`config.mk`:
```
export PLATFORM = sky130hd
export DESIGN_NAME = rvs_exec
export DESIGN_NICKNAME = d
export VERILOG_FILES = /design/src/rtl/rvs_pkg.sv /design/src/rtl/rvs_exec.sv
export SDC_FILE = /design/constraint.sdc
export NUM_CORES = 1
export LEC_CHECK = 0
export ABC_AREA = 0
export BUFFER_PORTS_ARGS = -buffer_cell sky130_fd_sc_hd__buf_2
export CAP_MARGIN = 20
export CORE_MARGIN = 3
export CORE_UTILIZATION = 39
export DETAILED_ROUTE_END_ITERATION = 7
export GPL_ROUTABILITY_DRIVEN = 0
export MAX_ROUTING_LAYER = met4
export PLACE_DENSITY = 0.63
export SKIP_LAST_GASP = 1
export SLEW_MARGIN = 20
export SYNTH_ARGS = -nofsm -noshare
export SYNTH_HDL_FRONTEND = slang
export SYNTH_SLANG_ARGS = --single-unit
```
`constraint.sdc`:
```
create_clock -name vclk -period 6.55
set_clock_uncertainty 0.1 [all_clocks]
set_input_delay 0.3275 -clock vclk [all_inputs]
set_output_delay 0.3275 -clock vclk [all_outputs]
set_load 0.05 [all_outputs]
```
`src/rtl/rvs_pkg.sv`:
```
package rvs_pkg;

	localparam int DATA_WORDS_DEF = 4096;
	localparam int INSTR_WORDS_DEF = 2048;
	localparam int REG_COUNT = 32;

	localparam logic [31:0] START_PC_RESET = 32'h0000_1000;

	localparam logic [6:0] OP_LOAD = 7'h03;
	localparam logic [6:0] OP_STORE = 7'h23;
	localparam logic [6:0] OP_BRANCH = 7'h63;
	localparam logic [6:0] OP_REG = 7'h33;
	localparam logic [6:0] OP_IMM = 7'h13;

	localparam logic [2:0] F3_ADD = 3'd0;
	localparam logic [2:0] F3_SLT = 3'd2;
	localparam logic [2:0] F3_OR = 3'd6;
	localparam logic [2:0] F3_AND = 3'd7;
	localparam logic [6:0] F7_SUB = 7'h20;

	typedef enum logic [1:0] {
		CMD_LOAD_INSTR = 2'd0,
		CMD_LOAD_DATA = 2'd1,
		CMD_WRITE_REG = 2'd2,
		CMD_EXEC = 2'd3
	} cmd_t;

	typedef struct packed {
		cmd_t cmd;
		logic [11:0] mem_index;
		logic [4:0] reg_index;
		logic [31:0] load_value;
	} cmd_item_t;

	typedef struct packed {
		logic [31:0] pc;
		logic [31:0] instruction;
		logic signed [31:0] alu_value;
		logic reg_written;
		logic [4:0] dest_reg;
		logic [31:0] write_value;
		logic mem_written;
		logic [11:0] mem_word_address;
		logic [31:0] store_value;
		logic branch_taken;
		logic [31:0] next_pc;
	} res_item_t;

	typedef struct packed {
		logic [31:0] alu;
		logic [4:0] rd;
		logic reg_we;
		logic is_load;
		logic mem_we;
		logic [29:0] word_addr;
		logic [11:0] mem_addr;
		logic [31:0] store_value;
		logic taken;
		logic [31:0] next_pc;
	} ex_t;

	function automatic logic [31:0] imm_i(input logic [31:0] w);
		return {{20{w[31]}}, w[31:20]};
	endfunction

	function automatic logic [31:0] imm_s(input logic [31:0] w);
		return {{20{w[31]}}, w[31:25], w[11:7]};
	endfunction

	function automatic logic [31:0] imm_b(input logic [31:0] w);
		return {{19{w[31]}}, w[31], w[7], w[30:25], w[11:8], 1'b0};
	endfunction

endpackage

```
`src/rtl/rvs_exec.sv`:
```
module rvs_exec #(
	parameter int DATA_WORDS = rvs_pkg::DATA_WORDS_DEF
) (
	input  logic [31:0]   instr,
	input  logic [31:0]   pc,
	input  logic [31:0]   rs1_val,
	input  logic [31:0]   rs2_val,
	output rvs_pkg::ex_t  ex
);

	logic [6:0] op;
	logic [2:0] f3;
	logic [6:0] f7;
	logic [4:0] rd;
	logic [31:0] src;
	logic [31:0] alu;
	logic is_load;
	logic is_store;
	logic alu_wr;
	logic taken;
	logic addr_ok;
	logic [31:0] pc_plus4;
	logic [31:0] pc_branch;

	assign op = instr[6:0];
	assign f3 = instr[14:12];
	assign f7 = instr[31:25];
	assign rd = instr[11:7];
	assign pc_plus4 = pc + 32'd4;
	assign pc_branch = pc + rvs_pkg::imm_b(instr);

	always_comb begin
		alu = rs1_val + rs2_val;
		src = rs2_val;
		is_load = 1'b0;
		is_store = 1'b0;
		alu_wr = 1'b0;
		taken = 1'b0;
		unique case (op)
			rvs_pkg::OP_LOAD: begin
				alu = rs1_val + rvs_pkg::imm_i(instr);
				is_load = 1'b1;
			end
			rvs_pkg::OP_STORE: begin
				alu = rs1_val + rvs_pkg::imm_s(instr);
				is_store = 1'b1;
			end
			rvs_pkg::OP_BRANCH: begin
				alu = rs1_val - rs2_val;
				taken = (alu == 32'd0);
			end
			rvs_pkg::OP_REG, rvs_pkg::OP_IMM: begin
				src = (op == rvs_pkg::OP_IMM) ? rvs_pkg::imm_i(instr) : rs2_val;
				alu_wr = 1'b1;
				unique case (f3)
					rvs_pkg::F3_ADD: begin
						alu = (op == rvs_pkg::OP_REG && f7 == rvs_pkg::F7_SUB) ?
							rs1_val - src : rs1_val + src;
					end
					rvs_pkg::F3_SLT: alu = {31'd0, ($signed(rs1_val) < $signed(src))};
					rvs_pkg::F3_OR:  alu = rs1_val | src;
					rvs_pkg::F3_AND: alu = rs1_val & src;
					default:         alu = rs1_val + src;
				endcase
			end
			default: begin
				alu = rs1_val + rs2_val;
			end
		endcase

		addr_ok = ({2'b00, alu[31:2]} < 32'(DATA_WORDS));

		ex.alu = alu;
		ex.rd = rd;
		ex.is_load = is_load;
		ex.reg_we = (rd != 5'd0) && (alu_wr || (is_load && addr_ok));
		ex.mem_we = is_store && addr_ok;
		ex.word_addr = alu[31:2];
		ex.mem_addr = (is_load || is_store) ? alu[13:2] : 12'd0;
		ex.store_value = (is_store && addr_ok) ? rs2_val : 32'd0;
		ex.taken = taken;
		ex.next_pc = taken ? pc_branch : pc_plus4;
	end

endmodule

```
==> reports/qor.txt <==
Gate Count Post-Synth: 2048
Hold Fails Final Rpt: 0
Core Footprint: 33900 sq um
# rows: 67
DRC: 0
Yosys Warn Count: 0
Post-synthesis instance area: 13500 sq um
Fillers: 3566
Initial Util: 0.400
Global route overflow: 0
CP required: 6.12 ns
Die W: 192 microns
Crit path launch type: input pin
RSZ-0062 raised after global routing: true
Final setup violation count: 0
Die area: 37000 sq um
Mapped Nets: 2370
Hold slack: 0.555 ns
Clock buffers: 0
Maximum VDD drop: 0.000143 V
Status: complete, no violations
Vias in the first global route: 14800
Most frequent cells in the layout: buf_2, a21oi_1, ha_1
Worst min-delay path class: input pin to output port
Multi-input gate area: 12300 sq um
Pin count of the biggest net entering global routing: 56
Crit-path leading delay family: simple AND/OR/NAND/NOR gates
CP Class: input pin to output port
Seq_cells: 0
TritonRoute pass-1 iters: 8
Final wirelength: 55900 microns
Most common cell after layout, fill and taps aside: buf_2
DIE HEIGHT: 192 microns
Crit path max-delay cell type: or4_1
Nets: 2548
Crit path buf inv count: 4
Ports: 275
Slowest stage delay, CP: 0.68 ns
Fin crit period: 6.43 ns
WP data arrival: 6.00 ns
Crit path cell chain: buf_2 > nand4bb_1 > nor2_1 > nand2_1 > buf_12 > mux2_2 > ha_1 > inv_1 > fa_1 > nor2b_1 > o311ai_4 > a211oi_1 > or3_4 > a21oi_4 > o31a_1 > nor3_1 > a211oi_1 > o21ai_1 > or3_1 > or4_1 > a22oi_2 > buf_2
Routed Antenna Nets: 0
Slew @ Worst Pin: 0.830 ns
Sequential-to-total area share from yosys stat: 0
Leakage: 7.37 nW
DR iter-0 viols: 1704
Reg area: 0 sq um
Max Cap Viol: 0
Wire length per cell: 20.9 microns
Worst setup EP type: output port
Slew HR: 0.441
PwrDens: 125 nW/um^2
Via count: 16500
Layout Cells excl Fill: 2673
Synth area leader: ha_1
Post-CTS Setup Bufs: 0
Area fraction of the dominant cell type after synthesis: 0.175
Total track usage: 0.289
Global-route wire length before repair: 83400 microns
Layout area overhead: 12.2%
Via density: 6.18
Initial antenna violation count: 1
Cell variety after synth: 90
Half-perimeter wire length after placement: 46000 microns
Maximum operating frequency: 156 MHz
I/O Buffers: 268
Dpl cells: 2672
Area contributors post-synth: ha_1, a21oi_1, xnor2_1
Worst-path fanout max: 33
Share of layout cells above drive strength 1: 0.175
Avg Cell Area, Syn: 6.62 sq um
Slew Limit Fails: 0
Tcrit/Tclk final: 0.981
==> where the power goes <==
group	internal [W]	switching, W
combinational	0.000603	0.00130
clock	0.0000000000204	0
sequential	0	0
total	0.000603	0.00130
==> cell type report <==
cell class,count,area share
multi-input cells,1745,0.810
repair buffers,312,0.112
inverters,167,0.0412
well taps,448,0.0369
diodes,1,0.000165
==> routing by layer <==
layer  part of all wire  GRT usage  wire, microns
met2               0.44      0.450          24700
met5                  0          -              0
met3               0.10     0.0325           5650
met4              0.045     0.0995           2490
met1               0.41      0.389          23100
==> path summary, 6_finish.rpt <==
| kind | startpoint | endpoint | slack, ns | cells after the start |
|---|---|---|---|---|
| setup / recovery | instr[2] | ex[109] | 0.12 | 22 |
| hold / removal | pc[0] | ex[0] | 0.56 | 0 |
==> kinds of logic after synthesis <==
group / Yosys count / share of synthesized area
muxes: 36 / 0.0284
AOI/OAI and AO/OA: 714 / 0.349
and+or+nand+nor: 649 / 0.245
buffers and inverters: 303 / 0.0979
xor gates and xnor gates: 152 / 0.0983
adders and majority gates: 194 / 0.182
==> cell usage after synthesis, drive strengths merged, types with 13 or more instances <==
cell type and instances:
a21oi 217, ha 189, nor2 171, inv 166, nand2 143, o21ai 109, a21o 100, xnor2 95
buf 68, clkbuf 68, xor2 57, nor3 52, nand3 47, and2 45, o22ai 31, nor2b 30
o211ai 30, a211oi 25, nand4 25, nand2b 24, and3 23, o21a 23, nor4 22, mux2 20
a31oi 19, o21bai 18, mux2i 16, or3 15, a221oi 14, o31ai 13
==> through the flow <==
step	setup slack [ns]	setup TNS [ns]	total power (W)	util	area (sq um)
final	0.121	0	0.00190	0.449	15200
after global routing	-0.00294	-0.00294	0.00202	0.449	15200
after CTS	0.0724	0	0.00185	0.446	15100
after detailed placement	0.0865	0	0.00184	0.446	15100
after global placement	0.145	0	0.00182	0.446	15100
after floorplan	0.0447	0	0.00141	-	13600
==> timing repair <==
item                                   4_1_cts  5_1_grt
setup endpoints to repair                    0       34
endpoints found under the hold margin        0        0
gates resized for setup                      0       20
hold buffers                                 0        0
No activity file was read; power rests on OpenSTA's default activity.
