File: src/rtl/rvs_pkg.sv
package rvs_pkg;

	localparam int DATA_WORDS_DEF = 4096;
	localparam int INSTR_WORDS_DEF = 2048;
	localparam int REG_COUNT = 32;

	localparam logic [31:0] START_PC_RESET = 32'h0000_1000;

	localparam logic [6:0] OP_LOAD = 7'h03;
	localparam logic [6:0] OP_STORE = 7'h23;
	localparam logic [6:0] OP_BRANCH = 7'h63;
	localparam logic [6:0] OP_REG = 7'h33;
	localparam logic [6:0] OP_IMM = 7'h13;

	localparam logic [2:0] F3_ADD = 3'd0;
	localparam logic [2:0] F3_SLT = 3'd2;
	localparam logic [2:0] F3_OR = 3'd6;
	localparam logic [2:0] F3_AND = 3'd7;
	localparam logic [6:0] F7_SUB = 7'h20;

	typedef enum logic [1:0] {
		CMD_LOAD_INSTR = 2'd0,
		CMD_LOAD_DATA = 2'd1,
		CMD_WRITE_REG = 2'd2,
		CMD_EXEC = 2'd3
	} cmd_t;

	typedef struct packed {
		cmd_t cmd;
		logic [11:0] mem_index;
		logic [4:0] reg_index;
		logic [31:0] load_value;
	} cmd_item_t;

	typedef struct packed {
		logic [31:0] pc;
		logic [31:0] instruction;
		logic signed [31:0] alu_value;
		logic reg_written;
		logic [4:0] dest_reg;
		logic [31:0] write_value;
		logic mem_written;
		logic [11:0] mem_word_address;
		logic [31:0] store_value;
		logic branch_taken;
		logic [31:0] next_pc;
	} res_item_t;

	typedef struct packed {
		logic [31:0] alu;
		logic [4:0] rd;
		logic reg_we;
		logic is_load;
		logic mem_we;
		logic [29:0] word_addr;
		logic [11:0] mem_addr;
		logic [31:0] store_value;
		logic taken;
		logic [31:0] next_pc;
	} ex_t;

	function automatic logic [31:0] imm_i(input logic [31:0] w);
		return {{20{w[31]}}, w[31:20]};
	endfunction

	function automatic logic [31:0] imm_s(input logic [31:0] w);
		return {{20{w[31]}}, w[31:25], w[11:7]};
	endfunction

	function automatic logic [31:0] imm_b(input logic [31:0] w);
		return {{19{w[31]}}, w[31], w[7], w[30:25], w[11:8], 1'b0};
	endfunction

endpackage

File: src/rtl/rvs_ram.sv
module rvs_ram #(
	parameter int WIDTH = 32,
	parameter int DEPTH = rvs_pkg::REG_COUNT
) (
	input  logic                                   clk,
	input  logic                                   we,
	input  logic [((DEPTH > 1) ? $clog2(DEPTH) : 1)-1:0] waddr,
	input  logic [WIDTH-1:0]                       wdata,
	input  logic                                   re,
	input  logic [((DEPTH > 1) ? $clog2(DEPTH) : 1)-1:0] raddr,
	output logic [WIDTH-1:0]                       rdata
);

	logic [WIDTH-1:0] mem [DEPTH];

	always_ff @(posedge clk) begin
		if (we) begin
			mem[waddr] <= wdata;
		end
		if (re) begin
			rdata <= mem[raddr];
		end
	end

endmodule

File: config.mk
export PLATFORM = sky130hd
export DESIGN_NAME = rvs_ram
export DESIGN_NICKNAME = d
export VERILOG_FILES = /design/src/rtl/rvs_pkg.sv /design/src/rtl/rvs_ram.sv
export SDC_FILE = /design/constraint.sdc
export NUM_CORES = 1
export LEC_CHECK = 0
export ABC_CLOCK_PERIOD_IN_PS = 3300
export BUFFER_PORTS_ARGS = -buffer_cell sky130_fd_sc_hd__buf_4
export CAP_MARGIN = 5
export CORE_UTILIZATION = 40
export DETAILED_ROUTE_END_ITERATION = 10
export GPL_TIMING_DRIVEN = 0
export HOLD_SLACK_MARGIN = 0.12
export PLACE_DENSITY_LB_ADDON = 0.25
export SLEW_MARGIN = 20
export SYNTH_ARGS = -nofsm -noshare
export SYNTH_HDL_FRONTEND = slang
export SYNTH_SLANG_ARGS = --single-unit
File: constraint.sdc
create_clock -name clk -period 3.3 [get_ports clk]
set_clock_uncertainty 0.05 [all_clocks]
set_input_delay 0.165 -clock clk [delete_from_list [all_inputs] [get_ports clk]]
set_output_delay 0.165 -clock clk [all_outputs]
set_load 0.005 [all_outputs]
==> summary.md, run 1 <==
| Metric | Value |
|---|---|
| Chip Width | 321 µm |
| Post-synth ARST share | 0 |
| Dominant cells by area after synthesis | edfxtp_1 78%, mux2i_1 13%, a22oi_1 1.8% |
| Syn nets | 2305 |
| Register area share after synthesis | 0.777 |
| Routed Antenna Nets | 0 |
| Proportion of layout cells with a drive suffix above 1 | 0.144 |
| Die area | 0.103 mm² |
| Synth Warn # | 0 |
| Critical path required time | 3.59 ns |
| Layout Nets | 2559 |
| WL final | between 100000 and 150000 µm |
| Global route overflow | 0 |
| Tcrit/Tclk final | 0.695 |
| Total CTS buffers | between 100 and 150 |
| Initial DRC Count | between 1500 and 2000 |
| Cell type with the highest aggregate area in the netlist | edfxtp_1 |
| Gpl congestion | 0.803 |
| Starting Density | 0.406 |
| Power Density | 595 mW/mm² |
| CORE AREA | between 0.1 and 0.15 mm² |
| Area share of the largest cell type after synthesis | 0.777 |
| Top-count cell post-synth | edfxtp_1 |
| Commonest cells in the netlist | 1056 x edfxtp_1, 512 x mux2i_1, 98 x nand2_1, 98 x nand3_1 |
| Root buffer cell | clkbuf_16 |
| Comb power frac | 0.055 |
| DRC | 0 |
| Fin worst setup slack | 1.01 ns |
| Worst-skew pair later-pin latency | about 0.7 ns |
| H-tree Lvls | 3 |
| Max Buffers Root-to-Sink | 3 |
| Startpoint types | input port |
| Worst path arrival time | around 2.6 ns |
| Max-Cap Viols | 0 |
| CP max stage delay | 0.60 ns |
| Die Height | 321 µm |
| VDD IR-drop max | 0.393 mV |
| Number of synthesized flops with an enable pin | 1056 |
| Largest net degree at the start of global routing | 33 |
| Max Slew Vio Count | 0 |
| Final number of hold-violating endpoints | 0 |
| TritonCTS clock tree | done |
| Rows | 116 |
| Status | completed |
| Final min period | between 2 and 2.5 ns |
| RSZ-0062 raised after global routing | false |
| Worst slew margin | 0.290 |
| Port bufs | 75 |
| Hold WS | 0.218 ns |
| All-Layer GR Usage | 0.196 |
| Post-synth cell types | 24 |
| Delay-heaviest family, CP | buffers and inverters |
| HPWL after DPL | 66800 µm |
| Seq pwr share | 0.525 |
| Vias per inst | 5.39 |
| Crit path kind | input port to register |
| Total design power | 28600 µW |
| Drt pass-1 iters | 5 |
| IO Count | 77 |
| Clock group share of total power | 0.420 |
| CTS resizes | 0 |
| Sw Pwr | a little over 6000 µW |
| Core Util, Final | 0.477 |
| Primary FF master, synth | edfxtp_1 |
| Vias in the first global route | around 22000 |
| Critical path buffer and inverter count | 3 |
| Hold crit path type | input port to register |
| Dpl ws | roughly 0.43 ns |
| Flops & latches, synth | between 1000 and 1500 |
| Switching portion of total power | 0.214 |
| Initial antenna violation count | 2 |
| Vias after detailed routing | 21300 |
| CP Capture Type | register |
| Fmax | 436 MHz |
| Diode count | 0 |
| Internal Power | 22500 µW |
| Synthesized area | 0.0408 mm² |
| Worst Tran Pin Value | 1.06 ns |
| Pleak | 0.0166 µW |
| Slowest CP cell | clkbuf_1 |
| Mean Syn Cell Area | 18.1 µm² |
| Clock slew at reported path FFs | 0.06 ns |
| Critical-path cell list | buf_4 -> nor2_1 -> buf_2 -> clkbuf_1 -> a22o_1 -> nor3_1 -> a31oi_1 -> nand3_1 |
| First-pass GRT wire length | 146000 µm |
| # setup viols final | 0 |
| Area Overhead vs Synth | 17.7% |
| Mapped Cells | ~2300 |
| Crit-path max FO | 10 |
| Post-CTS Setup Repair Bufs | 0 |
| WL per Instance | about 26 µm |
| # clock sinks | 1056 |
## registers in the layout, summed over array words and instances (netlist names)
| signal | count |
|---|---|
| mem | 1024 |
| rdata | 32 |
## cell usage in the layout, fill, tap and decap left out, types with 33 or more instances in the layout
cell           synthesis  final
nand3_1               98     98
clkbuf_16              0    107
clkbuf_1              46     66
a22o_1                64     64
a22oi_1               96     96
a21oi_1               96     96
mux2i_1              512    512
dlygate4sd3_1          0     33
buf_4                 33    108
edfxtp_1            1056   1056
nand2_1               98     98
## per-layer routing
layer | track usage | wire length, µm | vias to the layer above
met2 | 0.332 | 50200 | 726
met4 | 0.0533 | 2100 | 2
li1 | - | - | 9520
met3 | 0.0306 | 6500 | 141
met5 | 0 | 9 | -
met1 | 0.261 | 42400 | 10900
## kinds of logic after synthesis
group | synth area share
AOI/OAI and AO/OA | 0.0481
buffers and inverters | 0.0185
DFF | 0.777
muxes | 0.126
and+or+nand+nor | 0.0308
## final cells by class
type / instances / area, µm²
sequential: 1056 / 31700
tap: 1357 / 1700
clock buffer: 128 / 2760
timing repair buffer: 146 / 1820
clock inverter: 61 / 698
fill: 8272 / 52600
multi-input combinational: 1077 / 8580
buffer: 127 / 754
## power by group through the flow
stage,clock [µW],sequential (µW),combinational [µW]
2_1_floorplan,0,15300,771
3_3_place_gp,0,15300,1480
3_5_place_dp,0,15300,1560
4_1_cts,12200,15000,1590
5_1_grt,12700,15000,1680
6_report,12000,15000,1580
## final timing paths
kind	startpoint	to	slack, ns	cells past startpoint
max	raddr[1]	rdata[12]	1.01	8
min	waddr[3]	mem[18][1]	0.22	3
max reg2reg	mem[5][12]	rdata[12]	1.24	5
min reg2reg	mem[26][25]	rdata[25]	0.65	4
## per-stage QoR
step	instances	TNS [ns]	instance area, µm²
after floorplan	2260	0	40800
after global placement	3692	-813.01	43100
after detailed placement	3730	0	44200
after CTS	3952	0	48000
after global routing	3952	0	48000
final	3952	0	48000
## worst min-delay path: cells and delay by family
kind / cells / cell delay [ns]
buffers and inverters: 1 / 0.13
AND/OR/NAND/NOR: 2 / 0.44
## repair_timing
action,CTS,global route
endpoints found under the hold margin,1056,0
hold buffers,33,0
setup endpoints to repair,0,0
No activity file was read; power rests on OpenSTA's default activity.
==> inputs of run 2 (changes only) <==
--- a/config.mk
+++ b/config.mk
@@ -5,7 +5,7 @@
 export SDC_FILE = /design/constraint.sdc
 export NUM_CORES = 1
 export LEC_CHECK = 0
-export ABC_CLOCK_PERIOD_IN_PS = 3300
+export ABC_CLOCK_PERIOD_IN_PS = 2100
 export BUFFER_PORTS_ARGS = -buffer_cell sky130_fd_sc_hd__buf_4
 export CAP_MARGIN = 5
 export CORE_UTILIZATION = 40
==> constraint.sdc (replaced) <==
create_clock -name clk -period 2.1 [get_ports clk]
set_clock_uncertainty 0.05 [all_clocks]
set_input_delay 0.105 -clock clk [delete_from_list [all_inputs] [get_ports clk]]
set_output_delay 0.105 -clock clk [all_outputs]
set_load 0.005 [all_outputs]
==> run 2 against run 1 <==
Flip-flop and latch count stayed put. Final area shrank 0.55%. Highest routed layer unchanged. Combinational power increased by 58%. Sequential share of layout area rose by 0.36 points. Count of clock-buffer cells in the layout up 6. First-iteration DRC count down 6.0%.
==> summary.md, run 2 (synthesized netlist as in run 1, its figures left out) <==
| Metric | Value |
|---|---|
| Chip Width | 321 µm (unchanged) |
| Reg with most FFs | mem |
| Root buffer cell | clkbuf_16 |
| Cells after DPL | 3728 (-0.054%) |
| Area Overhead vs Synth | 17.0% |
| DRC | 0 (unchanged) |
| Crit-path max FO | 17 (+7) |
| Status | completed |
| Commonest non-fill, non-tap cell in the layout | edfxtp_1 |
| Cells on worst reg2reg path | 5 (unchanged) |
| Post-CTS Setup Repair Bufs | 0 (unchanged) |
| Initial DRC Count | 1843 (-6.0%) |
| Total CTS buffers | 104 (-1.9%) |
| Critical path required time | 2.41 ns (-1.18 ns) |
| Port bufs | 75 (unchanged) |
| H-tree Lvls | 3 (unchanged) |
| Final min period | ~2.0 ns |
| CORE AREA | 0.101 mm² (unchanged) |
| Vias in the first global route | 22000 (+1.6%) |
| Multi-input gate area | 0.00860 mm² (+0.22%) |
| Fin worst setup slack | 0.0666 ns (-0.939 ns) |
| Worst Tran Pin Value | 1.05 ns (-0.0105 ns) |
| Hold crit path type | input port to register |
| Fmax | 492 MHz |
| Layout Nets | 2557 (-0.078%) |
| Power Density | 916 mW/mm² (+54%) |
| Worst path arrival time | 2.35 ns (-0.23 ns) |
| First-pass GRT wire length | 147000 µm (+0.55%) |
| Critical-path cell list | dlygate4sd3_1 -> buf_4 -> or3b_2 -> nor2_4 -> buf_16 |
| Filler instances | 8431 (+1.9%) |
| Worst-skew pair later-pin latency | 0.68 ns (about the same) |
| Clock slew at reported path FFs | 0.06 ns (about the same) |
| Max-Cap Viols | 0 (unchanged) |
| HPWL after DPL | 66900 µm (+0.23%) |
| Met2 GRT Util | 0.338 (+0.00556) |
| Drt pass-1 iters | 5 (unchanged) |
| Die area | 0.103 mm² (unchanged) |
| # setup viols final | 0 (unchanged) |
| Slowest CP cell | nor2_4 |
| Proportion of layout cells with a drive suffix above 1 | 0.142 (-0.00242) |
| Register area | 0.0317 mm² (unchanged) |
| Setup TNS | 0 ns (unchanged) |
| Tcrit/Tclk final | 0.968 |
| CP max stage delay | 0.64 ns (+0.04 ns) |
| Startpoint types | input port |
| IO Count | 77 (unchanged) |
| Die Height | 321 µm (unchanged) |
| Pleak | 0.0165 µW (-0.74%) |
| Met3 global-route usage | 0.0314 (+0.000819) |
| Max FFs per register | 1024 (unchanged) |
| TritonCTS clock tree | done |
| Starting Density | 0.406 (unchanged) |
| Routed Antenna Nets | 0 (unchanged) |
| All-Layer GR Usage | 0.196 (+0.000459) |
| Initial antenna violation count | 5 (+3) |
| Gr busiest metal | met2 |
| Crit path kind | input port to register |
| Biggest regs | mem: 1024 flops, rdata: 32 flops |
| Met1 Track Usage GR | 0.257 (-0.00413) |
| Vias per inst | 5.36 (-0.55%) |
| VDD IR-drop max | 0.638 mV (+62%) |
| Gpl congestion | 0.815 (+1.5%) |
| Most frequent cells in the layout | 1056 x edfxtp_1, 512 x mux2i_1, 108 x buf_4 |
| Global route overflow | 0 (unchanged) |
| Final non-filler cell total | 3956 (+0.10%) |
| Max Buffers Root-to-Sink | 3 (unchanged) |
| Worst slew margin | 0.297 (+0.00699) |
| Max Slew Vio Count | 0 (unchanged) |
| CP Capture Type | register |
| Core Util, Final | 0.475 (-0.00261) |
| Worst hold stages | 3 (unchanged) |
| Dpl ws | -0.684 ns (-1.12 ns) |
| # clock sinks | 1056 (unchanged) |
| Largest net degree at the start of global routing | 33 (unchanged) |
| Final number of hold-violating endpoints | 0 (unchanged) |
| WL final | 101000 µm (about the same) |
| Vias after detailed routing | 21200 (-0.45%) |
| Rows | 116 (unchanged) |
| WL per Instance | 25.6 µm (about the same) |
| RSZ-0062 raised after global routing | false |
[run 2: cell types whose count changed in the layout (fill, tap and decap cells not counted), moves of 4 or more]
cell	delta
bufinv_16	-7
clkinv_1	+4
clkbuf_1	+5
buf_16	-6
buf_12	+6
clkinv_2	+4
[run 2: critical path: cells and delay by family]
| family | cells | cell delay (ns) |
|---|---|---|
| buffers and inverters | 3 | 0.95 |
| and+or+nand+nor | 2 | 1.24 |
[run 2: cell type report]
cell class | count | share of cell area
repair buffers | 146 | 0.0369
plain buffers | 127 | 0.0159
diodes | 2 | 0.000105
clock buffers | 134 | 0.0577
clock inverters | 57 | 0.00969
multi-input cells | 1077 | 0.180
well taps | 1357 | 0.0356
flip-flops and latches | 1056 | 0.664
[run 2: metal layers]
layer / share of wire / up-vias
met5: 0.00035 / -
met1: 0.42 / 10900
met4: 0.022 / 6
met3: 0.057 / 167
li1: - / 9521
met2: 0.50 / 552
[run 2: where the power goes]
part           switching [µW]  internal (µW)
clock                    7660           9990
combinational            1650            841
sequential               70.2          23500
total                    9380          34300
[run 2: repair_timing]
item,4_1_cts,5_1_grt
endpoints found under the hold margin,1074,0
endpoints found under the setup margin,0,6
hold buffers,35,0
resized for setup,0,7
[run 2: worst paths after layout]
path                            startpoint     endpoint  slack (ns)
worst max-delay path              waddr[3]  mem[18][17]        0.07
worst min-delay path              waddr[4]   mem[9][13]        0.21
worst max register to register   mem[1][8]     rdata[8]        0.17
worst min register to register  mem[26][8]     rdata[8]        0.66
[run 2: stage by stage]
step	total power, µW	cell area, µm²	hold slack, ns
after detailed placement	26500	44200	0.456
final	43700	47800	0.208
after global placement	26400	43100	0.456
after floorplan	25300	40800	0.154
after global routing	45000	47800	0.225
after CTS	44000	47700	0.172
==> inputs of run 3 (changes only) <==
--- a/config.mk
+++ b/config.mk
@@ -9,10 +9,12 @@
 export BUFFER_PORTS_ARGS = -buffer_cell sky130_fd_sc_hd__buf_4
 export CAP_MARGIN = 5
 export CORE_UTILIZATION = 40
+export CTS_BUF_LIST = sky130_fd_sc_hd__clkbuf_16
 export DETAILED_ROUTE_END_ITERATION = 10
 export GPL_TIMING_DRIVEN = 0
 export HOLD_SLACK_MARGIN = 0.12
 export PLACE_DENSITY_LB_ADDON = 0.25
+export RECOVER_POWER = 50
 export SLEW_MARGIN = 20
 export SYNTH_ARGS = -nofsm -noshare
 export SYNTH_HDL_FRONTEND = slang
==> run 3 against run 2 <==
Critical path depth is the same. First-iteration DRC count up 2.4%. Sequential power about the same. Non-clock buffer count stayed put. Highest routed layer unchanged. The flow now finishes with violations (capacitance limit, slew limit). Hold slack got worse by 0.0023 ns. Flip-flop and latch count unchanged. Routed wire length barely moved. Clock power is essentially flat. Maximum frequency shrank 0.59%. Power decreased by 0.31%. Global-route usage about the same.
==> summary.md, run 3 (synthesized netlist as in run 1, its figures left out) <==
| Metric | Value |
|---|---|
| Status | complete, but fails checks |
| Failing checks | capacitance limit, slew limit |
| HPWL after DPL | 66900 µm (unchanged) |
| Worst slew margin | -0.203 (-0.500) |
| Die area | 0.103 mm² (unchanged) |
| All-Layer GR Usage | 0.196 (about the same) |
| Root buffer cell | clkbuf_16 |
| Critical Path Stages | 5 (unchanged) |
| Hold WS | 0.206 ns (-0.00228 ns) |
| Startpoint types | input port |
| Largest net degree at the start of global routing | 33 (unchanged) |
| Die Height | 321 µm (unchanged) |
| Power Density | 916 mW/mm² (about the same) |
| Clock slew at reported path FFs | 0.06 ns (about the same) |
| Max-Cap Viols | 19 (+19) |
| Gpl congestion | 0.815 (unchanged) |
| WL final | 101000 µm (about the same) |
| Vias per inst | 5.37 (+0.17%) |
| Fmax | 489 MHz (-0.59%) |
| Crit path kind | input port to register |
| DRC | 0 (unchanged) |
| Biggest regs | mem: 1024 flops, rdata: 32 flops |
| First-pass GRT wire length | 147000 µm (about the same) |
| Critical path required time | 2.42 ns (about the same) |
| Worst hold stages | 3 (unchanged) |
| Total CTS buffers | 104 (unchanged) |
| Commonest non-fill, non-tap cell in the layout | edfxtp_1 |
| Worst path arrival time | 2.36 ns (about the same) |
| Area Overhead vs Synth | 16.7% |
| Core Util, Final | 0.473 (-0.00144) |
| # clock sinks | 1056 (unchanged) |
| Max Slew Vio Count | 627 (+627) |
| Rows | 116 (unchanged) |
| Fin worst setup slack | 0.0545 ns (-0.0120 ns) |
| WHS Endpoint | mem[21][9] |
| Vias after detailed routing | 21200 (+0.17%) |
| Routed Antenna Nets | 0 (unchanged) |
| Post-CTS Setup Repair Bufs | 0 (unchanged) |
| Proportion of layout cells with a drive suffix above 1 | 0.129 (-0.0127) |
| Initial antenna violation count | 5 (unchanged) |
| H-tree Lvls | 3 (unchanged) |
| Hold path start | waddr[4] |
| IO Count | 77 (unchanged) |
| Reg-to-reg slack, setup | 0.15 ns (-0.02 ns) |
| Chip Width | 321 µm (unchanged) |
| Most frequent cells in the layout | 1056 x edfxtp_1, 512 x mux2i_1, 106 x clkbuf_16 |
| Dpl ws | -0.684 ns (unchanged) |
| VDD IR-drop max | 0.640 mV (+0.42%) |
| Pleak | 0.0165 µW (about the same) |
| Reg with most FFs | mem |
| Tcrit/Tclk final | 0.974 (+0.00572) |
| Critical-path cell list | dlygate4sd3_1 -> buf_4 -> or3b_2 -> nor2_4 -> buf_16 |
| Worst Tran Pin Value | 1.80 ns (+0.753 ns) |
| Initial DRC Count | 1887 (+2.4%) |
| Final min period | 2.05 ns (+0.0120 ns) |
| Worst-skew pair later-pin latency | 0.68 ns (about the same) |
| Final number of hold-violating endpoints | 0 (unchanged) |
| CP Capture Type | register |
| Port bufs | 75 (unchanged) |
| Hold crit path type | input port to register |
| CP max stage delay | 0.66 ns (+0.02 ns) |
| Starting Density | 0.406 (unchanged) |
| Global route overflow | 0 (unchanged) |
| Slowest CP cell | nor2_4 |
| R2r startpoint | mem[7][13] |
| R2R Path End | rdata[13] |
| Drt pass-1 iters | 7 (+2) |
| Critical path buffer and inverter count | 3 (unchanged) |
| Layout Nets | 2557 (unchanged) |
| Vias in the first global route | 22000 (+0.023%) |
| WL per Instance | 25.6 µm (about the same) |
| CORE AREA | 0.101 mm² (unchanged) |
| Max FFs per register | 1024 (unchanged) |
| Crit-path max FO | 17 (unchanged) |
| TritonCTS clock tree | done |
| Delay-heaviest family, CP | simple AND/OR/NAND/NOR gates |
| Cells on worst reg2reg path | 5 (unchanged) |
| Max Buffers Root-to-Sink | 3 (unchanged) |
| # setup viols final | 0 (unchanged) |
| RSZ-0062 raised after global routing | false |
run 3: cell types whose count changed in the layout (fill, tap and decap cells not counted), sizes merged:
cell    delta
buf       -38
inv       +28
clkbuf    +10
run 3: cell type report:
class	count	area (µm²)
Fill cell	8460	53000
Buffer	127	757
Multi-Input combinational cell	1077	8590
Timing Repair Buffer	146	1620
Antenna cell	2	5.00
Clock buffer	106	2650
Sequential cell	1056	31700
Clock inverter	85	568
Tap cell	1357	1700
run 3: metal layers:
metal,part of all wire,vias up,GRT usage
li1,-,9520,-
met1,0.42,11000,0.257
met2,0.50,561,0.338
met3,0.055,159,0.0314
met4,0.021,6,0.0535
met5,0.00034,-,0
run 3: worst max path at each step:
stage | startpoint | endpoint | slack [ns]
final | waddr[3] | mem[18][16] | 0.05
after global placement | waddr[1] | mem[16][16] | -2.47
after global routing | waddr[3] | mem[19][20] | 0.002
after detailed placement | raddr[1] | rdata[11] | -0.68
after CTS | raddr[1] | rdata[11] | 0.009
after floorplan | waddr[1] | mem[12][0] | -0.49
run 3: worst reg2reg max path, delay by kind of cell, from the launching register on:
family          cells  cell delay, ns
compound gates      2            0.66
flops               1            0.37
simple gates        2            0.36
mux                 1            0.17
run 3: repair_timing:
item	CTS	global route
hold buffers	35	0
gates resized for setup	0	7
endpoints found under the hold margin	1074	0
setup endpoints to repair	0	6
run 3: report_power, final:
group	switching (µW)	internal, µW
Clock	7670	9850
Sequential	70.1	23500
Combinational	1650	810
run 3: through the flow:
stage	setup TNS (ns)	power [µW]	instances	area (µm²)
3_3_place_gp	-1816.04	26400	3692	43100
5_1_grt	0	44900	3955	47600
4_1_cts	0	43900	3954	47700
6_report	0	43600	3956	47600
2_1_floorplan	-235.40	25300	2260	40800
3_5_place_dp	-276.74	26500	3728	44200
